### config.mk
export PLATFORM = sky130hd
export DESIGN_NAME = text_to_integer_parser
export DESIGN_NICKNAME = d
export VERILOG_FILES = /design/src/hw/rtl/ttip_pkg.sv /design/src/hw/rtl/ttip_fifo.sv /design/src/hw/rtl/ttip_front.sv /design/src/hw/rtl/ttip_back.sv /design/src/hw/rtl/text_to_integer_parser.sv
export SDC_FILE = /design/constraint.sdc
export NUM_CORES = 2
export LEC_CHECK = 0
export BUFFER_PORTS_ARGS = -buffer_cell sky130_fd_sc_hd__buf_2
export CAP_MARGIN = 10
export CORE_ASPECT_RATIO = 1.25
export CORE_MARGIN = 10
export CORE_UTILIZATION = 30
export CTS_BUF_LIST = sky130_fd_sc_hd__clkbuf_16
export CTS_CLUSTER_SIZE = 28
export DETAILED_ROUTE_END_ITERATION = 8
export GPL_TIMING_DRIVEN = 0
export HOLD_SLACK_MARGIN = 0.1
export PLACE_DENSITY = 0.46
export SETUP_SLACK_MARGIN = 0.15
export SLEW_MARGIN = 20
export SYNTH_ARGS = -nofsm -noshare
export SYNTH_HDL_FRONTEND = slang
export SYNTH_SLANG_ARGS = --single-unit
export TNS_END_PERCENT = 20
### constraint.sdc
create_clock -name clk -period 14.8 [get_ports clk]
set_clock_uncertainty 0.05 [all_clocks]
set_input_delay 0.74 -clock clk [delete_from_list [all_inputs] [get_ports clk]]
set_output_delay 0.74 -clock clk [all_outputs]
set_load 0.03 [all_outputs]
### src/hw/rtl/ttip_pkg.sv
// Shared types and constants of the text-to-integer parser.
package ttip_pkg;

  localparam int CHAR_W  = 8;
  localparam int BASE_W  = 6;
  localparam int VAL_W   = 64;
  localparam int LEN_W   = 13;
  localparam int DIGIT_W = 6;

  localparam logic [BASE_W-1:0]  BASE_RESET   = 6'd10;
  localparam logic [BASE_W-1:0]  BASE_AUTO    = 6'd0;
  localparam logic [BASE_W-1:0]  BASE_UNARY   = 6'd1;
  localparam logic [BASE_W-1:0]  BASE_MAX     = 6'd36;
  localparam logic [BASE_W-1:0]  BASE_OCT     = 6'd8;
  localparam logic [BASE_W-1:0]  BASE_DEC     = 6'd10;
  localparam logic [BASE_W-1:0]  BASE_HEX     = 6'd16;
  // digit code of a byte that is no digit at all; above every legal base
  localparam logic [DIGIT_W-1:0] DIGIT_NONE   = 6'd63;

  localparam logic [CHAR_W-1:0] CH_MINUS = 8'h2d;
  localparam logic [CHAR_W-1:0] CH_PLUS  = 8'h2b;
  localparam logic [CHAR_W-1:0] CH_ZERO  = 8'h30;
  localparam logic [CHAR_W-1:0] CH_NINE  = 8'h39;
  localparam logic [CHAR_W-1:0] CH_LOW_A = 8'h61;
  localparam logic [CHAR_W-1:0] CH_LOW_X = 8'h78;
  localparam logic [CHAR_W-1:0] CH_LOW_Z = 8'h7a;
  localparam logic [CHAR_W-1:0] CH_UP_A  = 8'h41;
  localparam logic [CHAR_W-1:0] CH_UP_X  = 8'h58;
  localparam logic [CHAR_W-1:0] CH_UP_Z  = 8'h5a;
  localparam logic [CHAR_W-1:0] CH_SPACE = 8'h20;
  localparam logic [CHAR_W-1:0] CH_TAB   = 8'h09;
  localparam logic [CHAR_W-1:0] CH_CR    = 8'h0d;

  // one classified character, front to back
  typedef struct packed {
    logic               start;
    logic               is_space;
    logic               is_minus;
    logic               is_plus;
    logic               is_zero;
    logic               is_x;
    logic [DIGIT_W-1:0] digit;
  } item_t;

  // one parse result
  typedef struct packed {
    logic [VAL_W-1:0] value;
    logic [LEN_W-1:0] length;
  } result_t;

endpackage

### src/hw/rtl/ttip_fifo.sv
// Small show-ahead queue built from registers.
module ttip_fifo #(
  parameter int WIDTH = 8,
  parameter int DEPTH = 2
) (
  input  logic             clk,
  input  logic             rst_n,
  input  logic             wr_en,
  input  logic [WIDTH-1:0] wr_data,
  output logic             full,
  input  logic             rd_en,
  output logic [WIDTH-1:0] rd_data,
  output logic             empty
);

  localparam int PTR_W = (DEPTH > 1) ? $clog2(DEPTH) : 1;
  localparam int CNT_W = $clog2(DEPTH + 1);

  logic [WIDTH-1:0] mem_r [DEPTH];
  logic [PTR_W-1:0] wr_ptr_r, rd_ptr_r;
  logic [CNT_W-1:0] cnt_r;
  logic             do_wr, do_rd;

  assign full    = (cnt_r == CNT_W'(DEPTH));
  assign empty   = (cnt_r == '0);
  assign do_wr   = wr_en && !full;
  assign do_rd   = rd_en && !empty;
  assign rd_data = mem_r[rd_ptr_r];

  function automatic logic [PTR_W-1:0] ptr_inc(input logic [PTR_W-1:0] p);
    ptr_inc = (p == PTR_W'(DEPTH - 1)) ? '0 : p + PTR_W'(1);
  endfunction

  // pointers and fill count
  always_ff @(posedge clk) begin
    if (!rst_n) begin
      wr_ptr_r <= '0;
      rd_ptr_r <= '0;
      cnt_r    <= '0;
    end else begin
      if (do_wr) wr_ptr_r <= ptr_inc(wr_ptr_r);
      if (do_rd) rd_ptr_r <= ptr_inc(rd_ptr_r);
      if (do_wr && !do_rd) cnt_r <= cnt_r + CNT_W'(1);
      else if (do_rd && !do_wr) cnt_r <= cnt_r - CNT_W'(1);
    end
  end

  // storage
  always_ff @(posedge clk) begin
    if (do_wr) mem_r[wr_ptr_r] <= wr_data;
  end

endmodule

### src/hw/rtl/ttip_front.sv
// Front end: classifies each input byte for the parse engine.
module ttip_front import ttip_pkg::*; (
  input  logic [CHAR_W-1:0] character,
  input  logic              string_start,
  output item_t             item
);

  logic [CHAR_W-1:0]  c;
  logic [DIGIT_W-1:0] digit;
  assign c = character;

  // digit value 0..35, or none
  always_comb begin
    if (c >= CH_ZERO && c <= CH_NINE)
      digit = DIGIT_W'(c - CH_ZERO);
    else if (c >= CH_LOW_A && c <= CH_LOW_Z)
      digit = DIGIT_W'(c - CH_LOW_A + 8'd10);
    else if (c >= CH_UP_A && c <= CH_UP_Z)
      digit = DIGIT_W'(c - CH_UP_A + 8'd10);
    else
      digit = DIGIT_NONE;
  end

  // character classes
  assign item.digit    = digit;
  assign item.start    = string_start;
  assign item.is_space = (c == CH_SPACE) || (c >= CH_TAB && c <= CH_CR);
  assign item.is_minus = (c == CH_MINUS);
  assign item.is_plus  = (c == CH_PLUS);
  assign item.is_zero  = (c == CH_ZERO);
  assign item.is_x     = (c == CH_LOW_X) || (c == CH_UP_X);

endmodule

### src/hw/rtl/ttip_back.sv
// Back end: parse state machine with the multiply-add accumulator.
module ttip_back import ttip_pkg::*; #(
  parameter int MAX_TEXT_LENGTH = 4096
) (
  input  logic              clk,
  input  logic              rst_n,
  input  logic [BASE_W-1:0] number_base,
  input  logic              item_valid,
  input  item_t             item,
  output logic              item_take,
  input  logic              res_full,
  output logic              res_push,
  output result_t           res
);

  localparam int CNT_W = $clog2(MAX_TEXT_LENGTH + 1);

  typedef enum logic [2:0] {
    PH_SPACE, PH_START, PH_ZERO, PH_HEXPFX, PH_DIGITS, PH_DONE
  } phase_t;

  phase_t             phase_r, phase_nxt;
  logic               neg_r, neg_nxt;
  logic [BASE_W-1:0]  base_r, base_nxt;
  logic [VAL_W-1:0]   mag_r, mag_nxt;
  logic [CNT_W-1:0]   cnt_r, cnt_nxt;

  phase_t             ph;
  logic               neg;
  logic [BASE_W-1:0]  base;
  logic [VAL_W-1:0]   mag;
  logic [CNT_W-1:0]   cnt;
  logic [VAL_W-1:0]   mac;
  logic [CNT_W:0]     sum1, sum2;
  logic [CNT_W-1:0]   cnt_p1, cnt_p2;
  logic               emit, any_digit;
  logic [VAL_W-1:0]   val_out;
  logic [LEN_W+CNT_W-1:0] len_ext;

  // take a beat whenever the result queue has room
  assign item_take = item_valid && !res_full;

  // a start mark clears the parser before the byte is handled
  assign ph   = item.start ? PH_SPACE : phase_r;
  assign neg  = item.start ? 1'b0 : neg_r;
  assign base = item.start ? '0 : base_r;
  assign mag  = item.start ? '0 : mag_r;
  assign cnt  = item.start ? '0 : cnt_r;

  // saturating length increments
  assign sum1   = {1'b0, cnt} + (CNT_W+1)'(1);
  assign sum2   = {1'b0, cnt} + (CNT_W+1)'(2);
  assign cnt_p1 = (sum1 > (CNT_W+1)'(MAX_TEXT_LENGTH)) ? CNT_W'(MAX_TEXT_LENGTH)
                                                       : sum1[CNT_W-1:0];
  assign cnt_p2 = (sum2 > (CNT_W+1)'(MAX_TEXT_LENGTH)) ? CNT_W'(MAX_TEXT_LENGTH)
                                                       : sum2[CNT_W-1:0];

  // next state per character
  always_comb begin
    logic [BASE_W-1:0] b;
    logic [BASE_W-1:0] ab;
    logic              first;
    logic              digits;
    phase_nxt = ph;
    neg_nxt   = neg;
    base_nxt  = base;
    mag_nxt   = mag;
    cnt_nxt   = cnt;
    emit      = 1'b0;
    any_digit = 1'b0;
    first     = 1'b0;
    digits    = 1'b0;
    b         = number_base;
    ab        = base;
    unique case (ph)
      PH_SPACE: begin
        if (item.is_space) begin
          cnt_nxt = cnt_p1;
        end else if (item.is_minus || item.is_plus) begin
          neg_nxt   = item.is_minus;
          cnt_nxt   = cnt_p1;
          phase_nxt = PH_START;
        end else begin
          first = 1'b1;
        end
      end
      PH_START: first = 1'b1;
      PH_ZERO: begin
        if (item.is_x) begin
          base_nxt  = BASE_HEX;
          phase_nxt = PH_HEXPFX;
        end else begin
          phase_nxt = PH_DIGITS;
          digits    = 1'b1;
        end
      end
      PH_DIGITS: digits = 1'b1;
      PH_HEXPFX: begin
        if (item.digit >= BASE_HEX) begin
          emit      = 1'b1;
          any_digit = 1'b1;
          phase_nxt = PH_DONE;
        end else begin
          mag_nxt   = VAL_W'(item.digit);
          cnt_nxt   = cnt_p2;
          phase_nxt = PH_DIGITS;
        end
      end
      PH_DONE: ;
      default: ;
    endcase

    // first byte after whitespace and sign: fix the radix
    if (first) begin
      if (b == BASE_UNARY || b > BASE_MAX) begin
        emit      = 1'b1;
        phase_nxt = PH_DONE;
      end else if (item.is_zero && (b == BASE_AUTO || b == BASE_HEX)) begin
        base_nxt  = (b == BASE_AUTO) ? BASE_OCT : BASE_HEX;
        cnt_nxt   = cnt_p1;
        phase_nxt = PH_ZERO;
      end else begin
        ab       = (b == BASE_AUTO) ? BASE_DEC : b;
        base_nxt = ab;
        if (item.digit >= ab) begin
          emit      = 1'b1;
          phase_nxt = PH_DONE;
        end else begin
          mag_nxt   = VAL_W'(item.digit);
          cnt_nxt   = cnt_p1;
          phase_nxt = PH_DIGITS;
        end
      end
    end

    // ordinary digit: multiply-add or finish
    if (digits) begin
      if (item.digit >= base) begin
        emit      = 1'b1;
        any_digit = 1'b1;
        phase_nxt = PH_DONE;
      end else begin
        mag_nxt = mac;
        cnt_nxt = cnt_p1;
      end
    end
  end

  assign mac = mag * VAL_W'(base) + VAL_W'(item.digit);

  // result formatting
  assign val_out    = neg ? (VAL_W'(0) - mag) : mag;
  assign len_ext    = {{LEN_W{1'b0}}, cnt};
  assign res.value  = any_digit ? val_out : '0;
  assign res.length = any_digit ? len_ext[LEN_W-1:0] : '0;
  assign res_push   = item_take && emit;

  // parser state
  always_ff @(posedge clk) begin
    if (!rst_n) begin
      phase_r <= PH_SPACE;
      neg_r   <= 1'b0;
      base_r  <= '0;
      mag_r   <= '0;
      cnt_r   <= '0;
    end else if (item_take) begin
      phase_r <= phase_nxt;
      neg_r   <= neg_nxt;
      base_r  <= base_nxt;
      mag_r   <= mag_nxt;
      cnt_r   <= cnt_nxt;
    end
  end

endmodule

### src/hw/rtl/text_to_integer_parser.sv
// Top level of the streaming text-to-integer parser.
// Takes one text byte per beat and emits one result (value, consumed length)
// at the first byte that ends the number. Sustained rate is one byte per
// cycle while the result queue has room: the back end's parse state machine
// does one 64-bit by 6-bit multiply-add per byte, combinationally. A byte
// reaches the parse engine through a QUEUE_DEPTH-entry queue and its result
// leaves through another, so the byte and then its result are each registered
// in a queue before the result shows on the out_ ports. number_base is sampled
// at the first byte after whitespace and sign; reset sets it to 10.
module text_to_integer_parser import ttip_pkg::*; #(
  parameter int MAX_TEXT_LENGTH = 4096,
  parameter int QUEUE_DEPTH     = 2
) (
  input  logic                    clk,
  input  logic                    rst_n,
  // configuration
  input  logic                    cfg_we,
  input  logic [BASE_W-1:0]       cfg_number_base,
  // input channel
  input  logic                    push,
  output logic                    full,
  input  logic [CHAR_W-1:0]       in_character,
  input  logic                    in_string_start,
  // result channel
  output logic                    empty,
  input  logic                    pop,
  output logic signed [VAL_W-1:0] out_parsed_value,
  output logic [LEN_W-1:0]        out_consumed_length
);

  localparam int ITEM_W = $bits(item_t);
  localparam int RES_W  = $bits(result_t);

  logic [BASE_W-1:0] base_r;
  item_t             in_item, q_item;
  logic [ITEM_W-1:0] q_data;
  logic              q_empty, q_take;
  result_t           res, out_res;
  logic [RES_W-1:0]  out_data;
  logic              res_push, res_full;

  // radix register
  always_ff @(posedge clk) begin
    if (!rst_n) base_r <= BASE_RESET;
    else if (cfg_we) base_r <= cfg_number_base;
  end

  // classify incoming bytes
  ttip_front u_front (
    .character    (in_character),
    .string_start (in_string_start),
    .item         (in_item)
  );

  // queue between front and back
  ttip_fifo #(.WIDTH(ITEM_W), .DEPTH(QUEUE_DEPTH)) u_item_q (
    .clk     (clk),
    .rst_n   (rst_n),
    .wr_en   (push),
    .wr_data (in_item),
    .full    (full),
    .rd_en   (q_take),
    .rd_data (q_data),
    .empty   (q_empty)
  );

  assign q_item = item_t'(q_data);

  // parse engine
  ttip_back #(.MAX_TEXT_LENGTH(MAX_TEXT_LENGTH)) u_back (
    .clk         (clk),
    .rst_n       (rst_n),
    .number_base (base_r),
    .item_valid  (!q_empty),
    .item        (q_item),
    .item_take   (q_take),
    .res_full    (res_full),
    .res_push    (res_push),
    .res         (res)
  );

  // result queue
  ttip_fifo #(.WIDTH(RES_W), .DEPTH(QUEUE_DEPTH)) u_res_q (
    .clk     (clk),
    .rst_n   (rst_n),
    .wr_en   (res_push),
    .wr_data (res),
    .full    (res_full),
    .rd_en   (pop),
    .rd_data (out_data),
    .empty   (empty)
  );

  assign out_res             = result_t'(out_data);
  assign out_parsed_value    = out_res.value;
  assign out_consumed_length = out_res.length;

endmodule

==> out/metrics.cfg <==
[synth]
synth_compound_area_frac=0.125
ys.warnings.count=0
ys_seq_area_frac=0.283
synth_edf_count=178
synthMuxAreaShare=0.0436
synth_xor_area_frac=0.0499
synth_nets=3149
synth_top_family_by_area=adder cells
ys_async_sr_fraction=0
synth_fa_ha_area_frac=0.257
ys_seq_elements=281
synth_ff_type=edfxtp_1
synth-simple-area-share=0.192
synth.distinct_cells=86
syn_inst=2735
syn-mean-instance-area_um2=9.56
netlist_area_um2=26100

[placed_design]
routabilityCongestion=0.893
dp_hpwl_mm=74.8
port_buffers=96
placed_cell_area_um2=28200

[clocking]
clock_latency_ns=0.63
cts_tree=built
cts_root_buf=clkbuf_16
clkTransAtPathRegs_ns=0.07
cts_resized=0
cts_hold_buf=0
numCtsBuffers=31
post_cts_buffers=0
cts.sinks=281
cts_buffer_depth=3
cts_max_level=1

[critical_path]
required_ns=15.25
crit_end=u_back.mag_r[62]$_SDFFE_PN0P_
start_kind=flip-flop
endpoint_kind=flip-flop
crit_type=flip-flop to flip-flop
r2r_end=u_back.mag_r[62]$_SDFFE_PN0P_
reg2reg_depth=26
cp_max_fo=10
cp_data_arrival_time_ns=11.22
rrSetupSlack_ns=4.03

[hold_path]
hp-class=primary input to flip-flop
min_delay_path_depth=1

[sta]
tns_ns=0
report.final.hold_viol_count=0
setup_viol=0
worst_slew_pin_slew_ns=1.12
slew_viol_final=0
fin_crit_sh=0.728
whs_ns=0.270
slew_headroom=0.246
rsz0062_at_grt=no
clock.fmax_mhz=92.8
min_period_ns=10.77

[outcome]
status=completed

[run]
maxCapViolCount=0

[detailed_routing]
first_pass_iters=5
drc=0
wirelength_mm=95.0
vias=21800
avgViaCountPerCell=5.38
drt-initial-drc-count=1620
drtAntennaViolNets=0
wire_per_inst_um=23.4

[grt]
grt_usage=0.187
antenna_found_initial=4
grt-ovfl-total=0
grt_pass1_wl_mm=144
grt_max_degree=50
grt_pass1_vias=22600

[floorplan]
top_level_ports=99
die_w_um=284
dieHeight_um=350
die_area_um2=99400
rows=121
fp.coreArea_um2=86700
start_util=0.301

[cells_and_area]
final_layout_size_suffix_gt1_frac=0.0919
final_cell_mix=333 x and3_1, 240 x fa_1, 228 x nor2_1
finalNetCount=3282
seqCellArea_um2=7410
final_cell_area_um2=29200
utilization=0.337
nFillCells=8886
area_growth_pct=11.8
final_common_cell=and3_1
multi_input_area_um2=17500

[power_and_ir_drop]
power_density_nw_per_um2=109
p_leak_nw=13.1
ir_worst_vdd_uv=82.9
power.total_w=0.00320

[flip-flops by register name (all words and copies together) (netlist names), 2 cells and up, named ones only]
name,flops
u_back.base_r,6
u_back.mag_r,64
u_item_q.mem_r,24
base_r,6
u_item_q.cnt_r,2
u_res_q.mem_r,154
u_res_q.cnt_r,2
u_back.cnt_r,13
u_back.phase_r,3
[report_power, final]
group          internal [W]  switching (W)  total [W]
clock              0.000439       0.000362   0.000801
sequential         0.000954      0.0000471    0.00100
combinational      0.000383        0.00101    0.00139
[worst min-delay path by stage]
stage,start,to,slack (ns)
after CTS,in_string_start,u_item_q.mem_r[0][11]$_DFFE_PP_,0.25
final,in_string_start,u_item_q.mem_r[0][11]$_DFFE_PP_,0.27
after global routing,in_string_start,u_item_q.mem_r[0][11]$_DFFE_PP_,0.26
after detailed placement,u_item_q.rd_ptr_r$_SDFFE_PN0P_,u_item_q.rd_ptr_r$_SDFFE_PN0P_,0.45
after global placement,u_item_q.cnt_r[1]$_SDFFE_PN0P_,u_item_q.cnt_r[1]$_SDFFE_PN0P_,0.44
after floorplan,u_back.mag_r[11]$_SDFFE_PN0P_,u_back.mag_r[11]$_SDFFE_PN0P_,0.40
[per-layer routing]
metal  routed length, um  global-route usage  share of wire
met1               40300               0.238           0.42
met2               45900               0.324           0.48
met3                5400              0.0207          0.057
met4                3510              0.0663          0.037
met5                   0                   0              0
[synth_stat cells, types with 5 or more instances]
library cell / n / area share
buf_1: 15 / 0.0022
nor2b_1: 17 / 0.0041
and4_1: 5 / 0.0017
nor4_1: 14 / 0.0034
o21ai_0: 111 / 0.021
nand3b_1: 5 / 0.0014
xnor2_1: 64 / 0.021
and2_1: 12 / 0.0029
o211ai_1: 15 / 0.0043
o21ai_1: 15 / 0.0029
mux2i_1: 20 / 0.0077
nand3_1: 44 / 0.0084
nand4_1: 21 / 0.0050
nor3b_1: 9 / 0.0026
clkbuf_1: 214 / 0.031
ha_1: 154 / 0.074
nor2_1: 228 / 0.033
nand2_1: 189 / 0.027
o21a_1: 13 / 0.0037
mux2_2: 81 / 0.035
dfxtp_1: 103 / 0.079
xor2_1: 85 / 0.028
a21o_1: 31 / 0.0089
a21oi_1: 124 / 0.024
inv_1: 92 / 0.013
nor3_1: 40 / 0.0077
or3_1: 13 / 0.0031
nand2b_1: 21 / 0.0050
edfxtp_1: 178 / 0.20
and3_1: 333 / 0.080
a22o_1: 7 / 0.0023
or2_2: 8 / 0.0019
or4_1: 6 / 0.0017
a22oi_1: 41 / 0.012
o31ai_1: 25 / 0.0072
a211oi_1: 15 / 0.0043
a31oi_1: 14 / 0.0034
o21bai_1: 22 / 0.0063
a221oi_1: 7 / 0.0023
fa_1: 240 / 0.18
[worst max-delay path, cell delays in order (launching register included)]
cell and delay (ns):
dfxtp_1 0.32, buf_6 0.13, mux2i_1 0.29, clkbuf_1 0.52
clkbuf_1 0.64, clkbuf_1 0.64, clkbuf_1 0.62, clkbuf_1 0.69
clkbuf_1 0.46, nand2_1 0.33, nor2_1 0.25, fa_1 0.46
fa_1 0.55, fa_1 0.51, ha_1 0.31, ha_1 0.27
clkbuf_1 0.29, nand2_1 0.14, o21ai_1 0.32, nor3_1 0.12
a2111oi_1 0.93, nand4_1 0.22, nand3_1 0.23, o221ai_1 0.33
o41ai_1 0.63, mux2i_1 0.26, nand3_1 0.08
[final cells by class]
cell class	count	share of cell area
timing repair buffer	100	0.0194
sequential	281	0.254
inverter	96	0.0123
tap	1168	0.0500
clock inverter	27	0.00852
buffer	234	0.0307
antenna	1	0.0000857
multi-input combinational	2124	0.599
clock buffer	31	0.0266
[per-stage QoR]
step | setup WS (ns) | cells
detailed placement | 4.13 | 4003
finish | 4.03 | 4062
global route | 3.51 | 4061
global placement | 1.98 | 3999
CTS | 4.06 | 4061
floorplan | 7.20 | 2735
[kinds of logic (layout without fill, tap and decap cells)]
group / count (synthesis) / in the layout
AOI/OAI and AO/OA: 501 / 501
xor gates and xnor gates: 149 / 149
adders and majority gates: 394 / 394
buffers and inverters: 330 / 488
DFF: 281 / 281
muxes: 103 / 103
other: 0 / 1
and+or+nand+nor: 977 / 977
Note: power is estimated with default switching activity, not from simulation.
